$ cat config.mk
export PLATFORM = sky130hd
export DESIGN_NAME = ring_deque_with_search_core_flat
export DESIGN_NICKNAME = d
export VERILOG_FILES = /design/src/rtl/rdq_pkg.sv /design/src/rtl/rdq_if.sv /design/src/rtl/rdq_ctrl.sv /design/src/rtl/rdq_dpath.sv /design/src/rtl/ring_deque_with_search_core.sv /design/src/flat_wrapper.sv
export SDC_FILE = /design/constraint.sdc
export NUM_CORES = 1
export LEC_CHECK = 0
export ABC_AREA = 1
export BUFFER_PORTS_ARGS = -buffer_cell sky130_fd_sc_hd__buf_2
export CORE_MARGIN = 2
export CORE_UTILIZATION = 48
export DETAILED_ROUTE_END_ITERATION = 6
export SETUP_SLACK_MARGIN = 0.2
export SYNTH_ARGS = -nofsm -noshare
export SYNTH_HDL_FRONTEND = slang
export SYNTH_SLANG_ARGS = --single-unit
export TNS_END_PERCENT = 100
$ cat constraint.sdc
create_clock -name i_clk -period 11.04 [get_ports i_clk]
set_input_delay 2.76 -clock i_clk [delete_from_list [all_inputs] [get_ports i_clk]]
set_output_delay 2.76 -clock i_clk [all_outputs]
set_load 0.005 [all_outputs]
$ cat src/rtl/rdq_pkg.sv
// Package for the ring deque with search: sizes, op codes, FSM states,
// controller/datapath command and status structs, ring and word helpers.
// No dependencies.
`default_nettype none

package rdq_pkg;

    // Storage geometry
    localparam int DEPTH      = 16;
    localparam int WORD_WIDTH = 32;
    localparam int IDX_W      = (DEPTH > 1) ? $clog2(DEPTH) : 1;
    localparam int CNT_W      = $clog2(DEPTH + 1);

    // Port field widths
    localparam int OP_W    = 2;
    localparam int VALUE_W = 32;
    localparam int COUNT_W = 5;

    typedef enum logic [OP_W-1:0] {
        OP_APPEND     = 2'd0,
        OP_TAKE_FRONT = 2'd1,
        OP_TAKE_BACK  = 2'd2,
        OP_QUERY      = 2'd3
    } t_op;

    typedef enum logic [2:0] {
        ST_IDLE,
        ST_EXEC,
        ST_TAKE,
        ST_SCAN,
        ST_OUT
    } t_state;

    // Controller -> datapath
    typedef struct packed {
        logic in_ready;
        logic write_back;
        logic set_full;
        logic set_empty;
        logic read_take;
        logic take_commit;
        logic scan_start;
        logic scan_step;
        logic out_load;
    } t_cmd;

    // Datapath -> controller
    typedef struct packed {
        logic in_valid;
        t_op  op;
        logic is_full;
        logic count_zero;
        logic scan_done;
        logic out_free;
    } t_sts;

    // (a + b) mod DEPTH, both operands below DEPTH
    function automatic logic [IDX_W-1:0] ring_add(input logic [IDX_W-1:0] a,
                                                  input logic [IDX_W-1:0] b);
        logic [IDX_W:0] s;
        s = (IDX_W+1)'(a) + (IDX_W+1)'(b);
        if (s >= (IDX_W+1)'(DEPTH)) begin
            s = s - (IDX_W+1)'(DEPTH);
        end
        return s[IDX_W-1:0];
    endfunction

    // Input value truncated (or sign extended) to the stored word width
    function automatic logic [WORD_WIDTH-1:0] to_word(input logic signed [VALUE_W-1:0] v);
        logic signed [63:0] ext;
        ext = 64'(v);
        return ext[WORD_WIDTH-1:0];
    endfunction

    // Stored word sign extended, reported as its low 32 bits
    function automatic logic [VALUE_W-1:0] to_out(input logic [WORD_WIDTH-1:0] w);
        logic signed [63:0] ext;
        ext = 64'(signed'(w));
        return ext[VALUE_W-1:0];
    endfunction

endpackage

`default_nettype wire

$ cat src/rtl/rdq_if.sv
// Valid/ready channel interfaces for requests and results.
// Depends on rdq_pkg for field widths.
`default_nettype none

interface rdq_req_if;
    logic                                  valid;
    logic                                  ready;
    logic [rdq_pkg::OP_W-1:0]              operation;
    logic signed [rdq_pkg::VALUE_W-1:0]    value;

    modport source (output valid, output operation, output value, input ready);
    modport sink   (input valid, input operation, input value, output ready);
endinterface

interface rdq_rsp_if;
    logic                                  valid;
    logic                                  ready;
    logic signed [rdq_pkg::VALUE_W-1:0]    taken_value;
    logic                                  found;
    logic                                  empty_error;
    logic                                  full_error;
    logic [rdq_pkg::COUNT_W-1:0]           entry_count;

    modport source (output valid, output taken_value, output found,
                    output empty_error, output full_error, output entry_count,
                    input ready);
    modport sink   (input valid, input taken_value, input found,
                    input empty_error, input full_error, input entry_count,
                    output ready);
endinterface

`default_nettype wire

$ cat src/rtl/rdq_ctrl.sv
// Controller FSM: sequences append, take and query items over the datapath.
// Depends on rdq_pkg.
`default_nettype none

module rdq_ctrl (
    input  wire logic           i_clk,
    input  wire logic           i_rst_n,
    input  wire rdq_pkg::t_sts  i_sts,
    output rdq_pkg::t_cmd       o_cmd
);
    import rdq_pkg::*;

    t_state r_state;
    t_state n_state;

    // State register
    always_ff @(posedge i_clk) begin
        if (!i_rst_n) begin
            r_state <= ST_IDLE;
        end else begin
            r_state <= n_state;
        end
    end

    // Next state and commands
    always_comb begin
        n_state = r_state;
        o_cmd   = '0;
        unique case (r_state)
            ST_IDLE: begin
                o_cmd.in_ready = 1'b1;
                if (i_sts.in_valid) begin
                    n_state = ST_EXEC;
                end
            end
            ST_EXEC: begin
                unique case (i_sts.op)
                    OP_APPEND: begin
                        if (i_sts.is_full) begin
                            o_cmd.set_full = 1'b1;
                        end else begin
                            o_cmd.write_back = 1'b1;
                        end
                        n_state = ST_OUT;
                    end
                    OP_TAKE_FRONT, OP_TAKE_BACK: begin
                        if (i_sts.count_zero) begin
                            o_cmd.set_empty = 1'b1;
                            n_state = ST_OUT;
                        end else begin
                            o_cmd.read_take = 1'b1;
                            n_state = ST_TAKE;
                        end
                    end
                    OP_QUERY: begin
                        o_cmd.scan_start = 1'b1;
                        n_state = ST_SCAN;
                    end
                    default: n_state = ST_OUT;
                endcase
            end
            ST_TAKE: begin
                o_cmd.take_commit = 1'b1;
                n_state = ST_OUT;
            end
            ST_SCAN: begin
                o_cmd.scan_step = 1'b1;
                if (i_sts.scan_done) begin
                    n_state = ST_OUT;
                end
            end
            ST_OUT: begin
                if (i_sts.out_free) begin
                    o_cmd.out_load = 1'b1;
                    n_state = ST_IDLE;
                end
            end
            default: n_state = ST_IDLE;
        endcase
    end

endmodule

`default_nettype wire

$ cat src/rtl/rdq_dpath.sv
// Datapath: entry memory, ring pointers, scan counter and output register.
// Depends on rdq_pkg and the channel interfaces in rdq_if.sv.
`default_nettype none

module rdq_dpath (
    input  wire logic           i_clk,
    input  wire logic           i_rst_n,
    input  wire rdq_pkg::t_cmd  i_cmd,
    output rdq_pkg::t_sts       o_sts,
    rdq_req_if.sink             i_req,
    rdq_rsp_if.source           o_rsp
);
    import rdq_pkg::*;

    // Entry store
    logic [WORD_WIDTH-1:0] r_mem [DEPTH];
    logic [WORD_WIDTH-1:0] r_rdata;

    // Ring state
    logic [IDX_W-1:0]      r_front;
    logic [CNT_W-1:0]      r_count;

    // Current item and its result
    t_op                   r_op;
    logic [WORD_WIDTH-1:0] r_word;
    logic [WORD_WIDTH-1:0] r_taken;
    logic                  r_found;
    logic                  r_empty_err;
    logic                  r_full_err;

    // Query scan
    logic [CNT_W-1:0]      r_k;
    logic                  r_pend;

    // Output register
    logic                  r_out_valid;
    logic [VALUE_W-1:0]    r_o_taken;
    logic                  r_o_found;
    logic                  r_o_empty;
    logic                  r_o_full;
    logic [COUNT_W-1:0]    r_o_count;

    logic                  in_fire;
    logic                  match;
    logic                  scan_end;
    logic                  rd_en;
    logic [IDX_W-1:0]      rd_addr;
    logic [IDX_W-1:0]      wr_addr;
    logic [IDX_W-1:0]      back_addr;
    logic [63:0]           count_ext;

    assign in_fire   = i_req.valid && i_cmd.in_ready;
    assign match     = (r_rdata == r_word);
    assign scan_end  = (r_k == r_count);
    assign wr_addr   = ring_add(r_front, r_count[IDX_W-1:0]);
    assign back_addr = ring_add(r_front, r_count[IDX_W-1:0] - IDX_W'(1));
    assign count_ext = 64'(r_count);

    // One read port: take address or next scan position
    always_comb begin
        rd_en   = 1'b0;
        rd_addr = r_front;
        if (i_cmd.read_take) begin
            rd_en = 1'b1;
            if (r_op == OP_TAKE_BACK) begin
                rd_addr = back_addr;
            end
        end else if (i_cmd.scan_step && !scan_end) begin
            rd_en   = 1'b1;
            rd_addr = ring_add(r_front, r_k[IDX_W-1:0]);
        end
    end

    // Memory write and registered read
    always_ff @(posedge i_clk) begin
        if (i_cmd.write_back) begin
            r_mem[wr_addr] <= r_word;
        end
        if (rd_en) begin
            r_rdata <= r_mem[rd_addr];
        end
    end

    // Control state: pointers, scan progress, output valid
    always_ff @(posedge i_clk) begin
        if (!i_rst_n) begin
            r_front     <= '0;
            r_count     <= '0;
            r_k         <= '0;
            r_pend      <= 1'b0;
            r_out_valid <= 1'b0;
        end else begin
            if (i_cmd.write_back) begin
                r_count <= r_count + CNT_W'(1);
            end
            if (i_cmd.take_commit) begin
                r_count <= r_count - CNT_W'(1);
                if (r_op == OP_TAKE_FRONT) begin
                    r_front <= ring_add(r_front, IDX_W'(1));
                end
            end
            if (i_cmd.scan_start) begin
                r_k    <= '0;
                r_pend <= 1'b0;
            end else if (i_cmd.scan_step) begin
                r_pend <= !scan_end;
                if (!scan_end) begin
                    r_k <= r_k + CNT_W'(1);
                end
            end
            if (i_cmd.out_load) begin
                r_out_valid <= 1'b1;
            end else if (o_rsp.ready) begin
                r_out_valid <= 1'b0;
            end
        end
    end

    // Item capture and result build-up
    always_ff @(posedge i_clk) begin
        if (in_fire) begin
            r_op        <= t_op'(i_req.operation);
            r_word      <= to_word(i_req.value);
            r_taken     <= '0;
            r_found     <= 1'b0;
            r_empty_err <= 1'b0;
            r_full_err  <= 1'b0;
        end
        if (i_cmd.set_full) begin
            r_full_err <= 1'b1;
        end
        if (i_cmd.set_empty) begin
            r_empty_err <= 1'b1;
        end
        if (i_cmd.take_commit) begin
            r_taken <= r_rdata;
        end
        if (i_cmd.scan_step && r_pend && match) begin
            r_found <= 1'b1;
        end
        if (i_cmd.out_load) begin
            r_o_taken <= to_out(r_taken);
            r_o_found <= r_found;
            r_o_empty <= r_empty_err;
            r_o_full  <= r_full_err;
            r_o_count <= count_ext[COUNT_W-1:0];
        end
    end

    // Status to the controller
    always_comb begin
        o_sts.in_valid   = i_req.valid;
        o_sts.op         = r_op;
        o_sts.is_full    = (r_count >= CNT_W'(DEPTH));
        o_sts.count_zero = (r_count == '0);
        o_sts.scan_done  = r_pend ? (match || scan_end) : scan_end;
        o_sts.out_free   = !r_out_valid || o_rsp.ready;
    end

    // Channel outputs
    assign i_req.ready       = i_cmd.in_ready;
    assign o_rsp.valid       = r_out_valid;
    assign o_rsp.taken_value = r_o_taken;
    assign o_rsp.found       = r_o_found;
    assign o_rsp.empty_error = r_o_empty;
    assign o_rsp.full_error  = r_o_full;
    assign o_rsp.entry_count = r_o_count;

endmodule

`default_nettype wire

$ cat src/rtl/ring_deque_with_search_core.sv
// Top level of the ring deque with search: controller plus datapath.
// Depends on rdq_pkg, rdq_if.sv, rdq_ctrl and rdq_dpath.
//
// A bounded double-ended store of 16 signed 32-bit words kept in a ring.
// Each request appends at the back, takes from the front or the back, or
// asks whether a value is held; each yields one result carrying the taken
// word (zero when nothing is taken), a found flag, empty and full error
// flags and the entry count after the request. Items are handled one at a
// time; a query compares the held entries one per cycle through the single
// read port of the entry memory. The next request is accepted while a
// finished result still waits in the output register. No clearing pass is
// needed after reset.
`default_nettype none

module ring_deque_with_search_core (
    input  wire logic i_clk,
    input  wire logic i_rst_n,
    rdq_req_if.sink   i_req,
    rdq_rsp_if.source o_rsp
);
    import rdq_pkg::*;

    t_cmd cmd;
    t_sts sts;

    rdq_ctrl u_ctrl (
        .i_clk   (i_clk),
        .i_rst_n (i_rst_n),
        .i_sts   (sts),
        .o_cmd   (cmd)
    );

    rdq_dpath u_dpath (
        .i_clk   (i_clk),
        .i_rst_n (i_rst_n),
        .i_cmd   (cmd),
        .o_sts   (sts),
        .i_req   (i_req),
        .o_rsp   (o_rsp)
    );

endmodule

`default_nettype wire

$ cat src/flat_wrapper.sv
// flat-port wrapper written by rule: the top's interface ports become plain ports
module ring_deque_with_search_core_flat import rdq_pkg::*;
  (i_clk, i_rst_n, i_req_valid, i_req_operation, i_req_value, i_req_ready, o_rsp_valid, o_rsp_taken_value, o_rsp_found, o_rsp_empty_error, o_rsp_full_error, o_rsp_entry_count, o_rsp_ready);
  rdq_req_if i_req_i ();
  rdq_rsp_if o_rsp_i ();
  input  wire logic i_clk;
  input  wire logic i_rst_n;
  input wire logic [$bits(i_req_i.valid)-1:0] i_req_valid;
  input wire logic [$bits(i_req_i.operation)-1:0] i_req_operation;
  input wire logic [$bits(i_req_i.value)-1:0] i_req_value;
  output wire logic [$bits(i_req_i.ready)-1:0] i_req_ready;
  output wire logic [$bits(o_rsp_i.valid)-1:0] o_rsp_valid;
  output wire logic [$bits(o_rsp_i.taken_value)-1:0] o_rsp_taken_value;
  output wire logic [$bits(o_rsp_i.found)-1:0] o_rsp_found;
  output wire logic [$bits(o_rsp_i.empty_error)-1:0] o_rsp_empty_error;
  output wire logic [$bits(o_rsp_i.full_error)-1:0] o_rsp_full_error;
  output wire logic [$bits(o_rsp_i.entry_count)-1:0] o_rsp_entry_count;
  input wire logic [$bits(o_rsp_i.ready)-1:0] o_rsp_ready;
  assign i_req_i.valid = i_req_valid;
  assign i_req_i.operation = i_req_operation;
  assign i_req_i.value = i_req_value;
  assign i_req_ready = i_req_i.ready;
  assign o_rsp_valid = o_rsp_i.valid;
  assign o_rsp_taken_value = o_rsp_i.taken_value;
  assign o_rsp_found = o_rsp_i.found;
  assign o_rsp_empty_error = o_rsp_i.empty_error;
  assign o_rsp_full_error = o_rsp_i.full_error;
  assign o_rsp_entry_count = o_rsp_i.entry_count;
  assign o_rsp_i.ready = o_rsp_ready;
  ring_deque_with_search_core u_core (.i_clk(i_clk), .i_rst_n(i_rst_n), .i_req(i_req_i), .o_rsp(o_rsp_i));
endmodule
==> run_results.csv, run 1 <==
group,metric,value,unit
global_routing,grt_pass1_vias,18100,
cts,ctsResizeCount,0,
synth,synth_common_cells,"edfxtp_1, nand3_1, nand2_1",
layout,nFillCells,5056,
global_routing,antenna_found_initial,1,
cts,clk_pin_slew_worst_paths,60,ps
pwr,pwr_density_cell,183,nW/um^2
synth,yosys_warnings,0,
timing,slew_headroom,0.153,
cts,clock_latency,610,ps
layout,multiInputGateArea,6840,sq um
timing,postLayoutSetupSlackWorst,6160,ps
floorplanning,die_area,61700,sq um
cts,post-cts-setup-buffers,0,
layout,final_nets,2676,
timing,slew_violations,0,
synth,async_flop_share,0,
timing,fmax,205,MHz
placed_design,dpl.hpwl,37100,microns
synth,syn-num-nets,2627,
cts,cts_buffer_depth,3,
global_routing,grt-ovfl-total,0,
worst_setup_path,critPathMaxFanout,117,
placed_design,pre_cts_slack,5980,ps
layout,syn2layout_area_growth,11.7,%
detailed_routing,num_vias,18700,
synth,synthTopCellsByArea,"edfxtp_1, nand3_1, nand2_1",
floorplanning,initial_core_util,0.486,
synth,yosysMostFrequentCell,"edfxtp_1",
placed_design,port_buffers,79,
detailed_routing,wl_per_cell,20.7,microns
timing,hold_ws,416,ps
synth,ys_types,38,
cts,tritoncts,"built",
pwr,peakVddDrop,0.115,mV
global_routing,grt_pass1_wl,108000,microns
floorplanning,row_count,89,
synth,syn_avg_cell_area,11.2,sq um
synth,synth-seq-cells,672,
cts,hold_buffers,0,
cts,cts_root_buf,"clkbuf_16",
global_routing,grt_max_degree,164,
timing,worstMarginPinSlew,1270,ps
timing,setup_viol,0,
layout,fin_area,32000,sq um
detailed_routing,firstDrtPassIters,7,
job,drv_cap,0,
floorplanning,io_pins,80,
global_routing,grt_usage,0.230,
timing,final-hold-violation-count,0,
synth,synth_edf_count,650,
synth,synth_top_area_share,0.681,
floorplanning,fp.dieH,248,microns
worst_setup_path,arrival,5230,ps
synth,synth_top_area_cell,"edfxtp_1",
detailed_routing,viasPerCell,5.44,
timing,period_minus_slack,4880,ps
cts,clock_sinks,672,
placed_design,place_congestion,0.814,
pwr,p_leak,0.0128,uW
detailed_routing,postRouteAntennaNets,0,
timing,setup_tns,0,ps
detailed_routing,drt-total-wl,71400,microns
layout,antennaDiodeCount,0,
synth,synth-main-ff-cell,"edfxtp_1",
floorplanning,core_region_area,59000,sq um
floorplanning,die_x,248,microns
synth,syn_area,28700,sq um
worst_hold_path,holdCritPathClass,"register to register",
timing,clock_skew,24.0,ps
worst_setup_path,crit_path_start_kind,"register",
worst_setup_path,cp_data_required_time,11390,ps
detailed_routing,drc,0,
run_status,status,"finished, final reports clean",
layout,drive_gt1_frac,0.0960,
cts,cts_buffers,70,
synth,syn_inst,2563,
cts,h-tree-depth,3,
detailed_routing,drt_iter0_drc,1671,
timing,rsz0062_at_grt,"no",
placed_design,place_area,29800,sq um
timing,post-route-period-util,0.442,
worst_setup_path,path_class,"register to register",
layout,seqCellArea,20000,sq um
worst_setup_path,critPathCaptureType,"register",
synth,ys_seq_area_frac,0.696,
==> cell families after synthesis <==
logic type               synth area share
AND/OR/NAND/NOR                     0.199
buffers and inverters              0.0720
XOR/XNOR                          0.00824
flip-flops                          0.696
AO/OA/AOI/OAI                      0.0121
adder cells (fa/ha/maj)            0.0124
==> state kept, by name, indices dropped and copies added (netlist names), 2 cells and up <==
signal,cells
u_core.u_dpath.r_mem,512
u_core.u_dpath.o_rsp.taken_value,32
u_core.u_dpath.r_front,4
u_core.u_dpath.r_taken,32
u_core.u_dpath.r_op,2
u_core.u_dpath.o_rsp.entry_count,5
u_core.u_ctrl.r_state,3
u_core.u_dpath.r_word,32
u_core.u_dpath.r_count,5
u_core.u_dpath.r_rdata,32
u_core.u_dpath.r_k,5
==> cell type report <==
type / instances / share of cell area
clock buffers: 88 / 0.0595
clock inverters: 40 / 0.00887
inverters: 373 / 0.0439
multi-input cells: 1382 / 0.214
flip-flops and latches: 672 / 0.623
well taps: 773 / 0.0302
repair buffers: 113 / 0.0207
==> worst max-delay path, stage by stage, from the launching register on <==
cell and delay, ps:
dfxtp_1 470, inv_1 170, ha_1 330, inv_1 100, nand2_1 50, o21ai_0 250, nand2_8 470, nand2_8 700
buf_4 850, buf_4 670, nand2_1 120, nand3_1 110, nand3_1 90, nand3_1 110, nand2_1 80
==> per-layer routing <==
layer | track usage | wire length (microns) | up-vias | share of wire
met5 | 0 | 0 | - | 0
met1 | 0.317 | 30700 | 9108 | 0.43
li1 | - | - | 8772 | -
met2 | 0.375 | 33800 | 676 | 0.47
met4 | 0.0770 | 2140 | 0 | 0.030
met3 | 0.0376 | 4690 | 148 | 0.066
==> cell usage in the layout, fill, tap and decap left out, types with 16 or more instances in the layout <==
cell type	n
dfxtp_1	22
nor2_1	55
clkbuf_16	74
buf_2	79
ha_1	22
edfxtp_1	650
clkinv_2	21
a21oi_1	20
nand3_1	593
o21ai_0	23
xnor2_1	16
inv_1	364
buf_4	33
nor2_4	17
nand3b_1	32
nand2_1	545
==> power by group <==
part | internal, uW | leakage, uW | switching, uW
combinational | 157 | 0.00566 | 399
clock | 1300 | 0.00108 | 965
sequential | 2940 | 0.00608 | 92.7
==> through the flow <==
| step | cells | util | total power [uW] |
|---|---|---|---|
| global placement | 3313 | 0.506 | 3630 |
| CTS | 3441 | 0.543 | 5890 |
| global route | 3441 | 0.543 | 6060 |
| floorplan | 2563 | - | 3430 |
| finish | 3441 | 0.543 | 5850 |
| detailed placement | 3313 | 0.506 | 3640 |
==> path summary, 6_finish.rpt <==
check	start	end	slack, ps	depth (start not counted)
min reg2reg	u_core.u_dpath.r_taken[0]$_SDFFCE_PN0P_	u_core.u_dpath.o_rsp.taken_value[0]$_DFFE_PP_	420	0
max reg2reg	u_core.u_dpath.r_count[0]$_SDFFE_PN0P_	u_core.u_dpath.r_rdata[31]$_DFFE_PP_	6160	14
max	u_core.u_dpath.r_count[0]$_SDFFE_PN0P_	u_core.u_dpath.r_rdata[31]$_DFFE_PP_	6160	14
min	u_core.u_dpath.r_taken[0]$_SDFFCE_PN0P_	u_core.u_dpath.o_rsp.taken_value[0]$_DFFE_PP_	420	0
Power figures use the tool's default switching activity.
==> inputs of run 2 (changes only) <==
==> constraint.sdc (replaced) <==
create_clock -name i_clk -period 4.55 [get_ports i_clk]
set_input_delay 1.1375 -clock i_clk [delete_from_list [all_inputs] [get_ports i_clk]]
set_output_delay 1.1375 -clock i_clk [all_outputs]
set_load 0.005 [all_outputs]
==> run_results.csv, run 2 (synthesis results as in run 1) <==
group,metric,value,unit
cts,clock_latency,610,ps
layout,layout_common_cells,"edfxtp_1, nand3_1, nand2_1",
cts,cts_buffer_depth,3,
placed_design,dp_cells,3326,
worst_setup_path,r2r_slack,1110,ps
global_routing,grt_max_degree,146,
timing,fmax,291,MHz
layout,nFillCells,4993,
floorplanning,row_count,89,
detailed_routing,drt_iter0_drc,1754,
detailed_routing,wl_per_cell,20.9,microns
timing,period_minus_slack,3440,ps
detailed_routing,drt-total-wl,72200,microns
timing,setup_tns,0,ps
pwr,total_power,14400,uW
timing,slew_headroom,0.283,
cts,clock_sinks,672,
cts,ctsResizeCount,0,
worst_setup_path,path_class,"register to register",
placed_design,dpl.hpwl,38200,microns
global_routing,grt-ovfl-total,0,
timing,setup_viol,0,
placed_design,port_buffers,79,
detailed_routing,postRouteAntennaNets,0,
layout,drive_gt1_frac,0.0993,
worst_setup_path,cp_data_required_time,4900,ps
floorplanning,die_area,61700,sq um
timing,hold_ws,417,ps
worst_setup_path,crit_path_start_kind,"register",
global_routing,grt_usage,0.235,
global_routing,antenna_found_initial,1,
timing,rsz0062_at_grt,"no",
run_status,status,"finished, final reports clean",
cts,cts_root_buf,"clkbuf_16",
floorplanning,io_pins,80,
global_routing,grt_pass1_vias,18300,
layout,top_register,"u_core.u_dpath.r_mem",
worst_setup_path,critPathMaxFanout,145,
worst_hold_path,holdPathEnd,"u_core.u_dpath.o_rsp.taken_value[15]$_DFFE_PP_",
placed_design,place_congestion,0.815,
timing,post-route-period-util,0.755,
timing,worstMarginPinSlew,1070,ps
job,drv_cap,0,
worst_setup_path,critPathCaptureType,"register",
layout,final_nets,2692,
layout,multiInputGateArea,6850,sq um
pwr,pwr_density_cell,445,nW/um^2
cts,h-tree-depth,3,
cts,clk_pin_slew_worst_paths,60,ps
worst_hold_path,holdCritPathClass,"register to register",
worst_setup_path,reg2reg_to,"u_core.u_dpath.r_rdata[25]$_DFFE_PP_",
layout,syn2layout_area_growth,12.7,%
floorplanning,initial_core_util,0.486,
floorplanning,die_x,248,microns
cts,tritoncts,"built",
layout,largest_reg_flops,512,
cts,post-cts-setup-buffers,0,
worst_setup_path,rr_startpoint,"u_core.u_dpath.r_count[1]$_SDFFE_PN0P_",
timing,final-hold-violation-count,0,
worst_hold_path,min_path_cells,0,
worst_setup_path,arrival,3790,ps
timing,clock_skew,17.7,ps
detailed_routing,firstDrtPassIters,7,
cts,cts_buffers,73,
pwr,peakVddDrop,0.298,mV
layout,seqCellArea,20000,sq um
layout,final_util,0.548,
detailed_routing,drc,0,
floorplanning,fp.dieH,248,microns
layout,final_common_cell,"edfxtp_1",
detailed_routing,viasPerCell,5.43,
timing,slew_violations,0,
layout,instances_no_fill,3451,
pwr,p_leak,0.0130,uW
cts,hold_buffers,0,
floorplanning,core_region_area,59000,sq um
layout,antennaDiodeCount,0,
global_routing,grt_pass1_wl,111000,microns
detailed_routing,num_vias,18700,
worst_hold_path,worstHoldStart,"u_core.u_dpath.r_taken[15]$_SDFFCE_PN0P_",
worst_setup_path,ff2ff_path_depth,14,
[run 2: through the flow]
step                worst slack (ps)  cell area, sq um
global route                     908             32300
finish                          1110             32300
global placement                1280             30100
CTS                             1210             32300
detailed placement              1240             30100
floorplan                        705             28700
[run 2: cell type report]
cell class | count | area share
clock buffer | 91 | 0.0612
tap | 773 | 0.0299
clock inverter | 34 | 0.00855
multi-input combinational | 1382 | 0.212
timing repair buffer | 126 | 0.0278
inverter | 373 | 0.0434
sequential | 672 | 0.617
[run 2: report_power, final]
part           switching, uW  internal [uW]  leakage (uW)  total (uW)
clock                   2350           3300       0.00110        5650
sequential               216           7130       0.00608        7340
combinational            980            404       0.00577        1380
total                   3550          10800        0.0130       14400
[run 2: worst max-delay path: stages (launching register included)]
cell     delay [ps]
dfxtp_1         500
inv_1           160
nand2_1          90
nand2_1          50
nor2_1          100
nand3_1         130
nand2_2         240
nand2_1         140
nand3_4         390
buf_12          480
nand3_1         170
nand3_1         130
nand3_1         100
nand3_1         130
nand2_1          60
[run 2: metal layers]
metal | vias up | wire length (microns) | global-route usage
met5 | - | 0 | 0
met4 | 0 | 1920 | 0.0739
met3 | 125 | 5170 | 0.0402
met2 | 707 | 33600 | 0.378
met1 | 9091 | 31600 | 0.328
li1 | 8811 | - | -
[run 2: how the worst max path moves through the flow]
stage                                                       from                                         end  slack [ps]  cells after the start
after floorplan                                      o_rsp_ready  u_core.u_dpath.o_rsp.empty_error$_DFFE_PP_         700                      2
after global placement    u_core.u_dpath.r_count[0]$_SDFFE_PN0P_        u_core.u_dpath.r_rdata[13]$_DFFE_PP_        1280                     12
after detailed placement  u_core.u_dpath.r_count[1]$_SDFFE_PN0P_        u_core.u_dpath.r_rdata[25]$_DFFE_PP_        1240                     14
after CTS                 u_core.u_dpath.r_front[0]$_SDFFE_PN0P_       u_core.u_dpath.r_mem[5][17]$_DFFE_PP_        1210                      6
after global routing      u_core.u_dpath.r_count[1]$_SDFFE_PN0P_        u_core.u_dpath.r_rdata[23]$_DFFE_PP_         910                     14
final                     u_core.u_dpath.r_count[1]$_SDFFE_PN0P_        u_core.u_dpath.r_rdata[25]$_DFFE_PP_        1110                     14
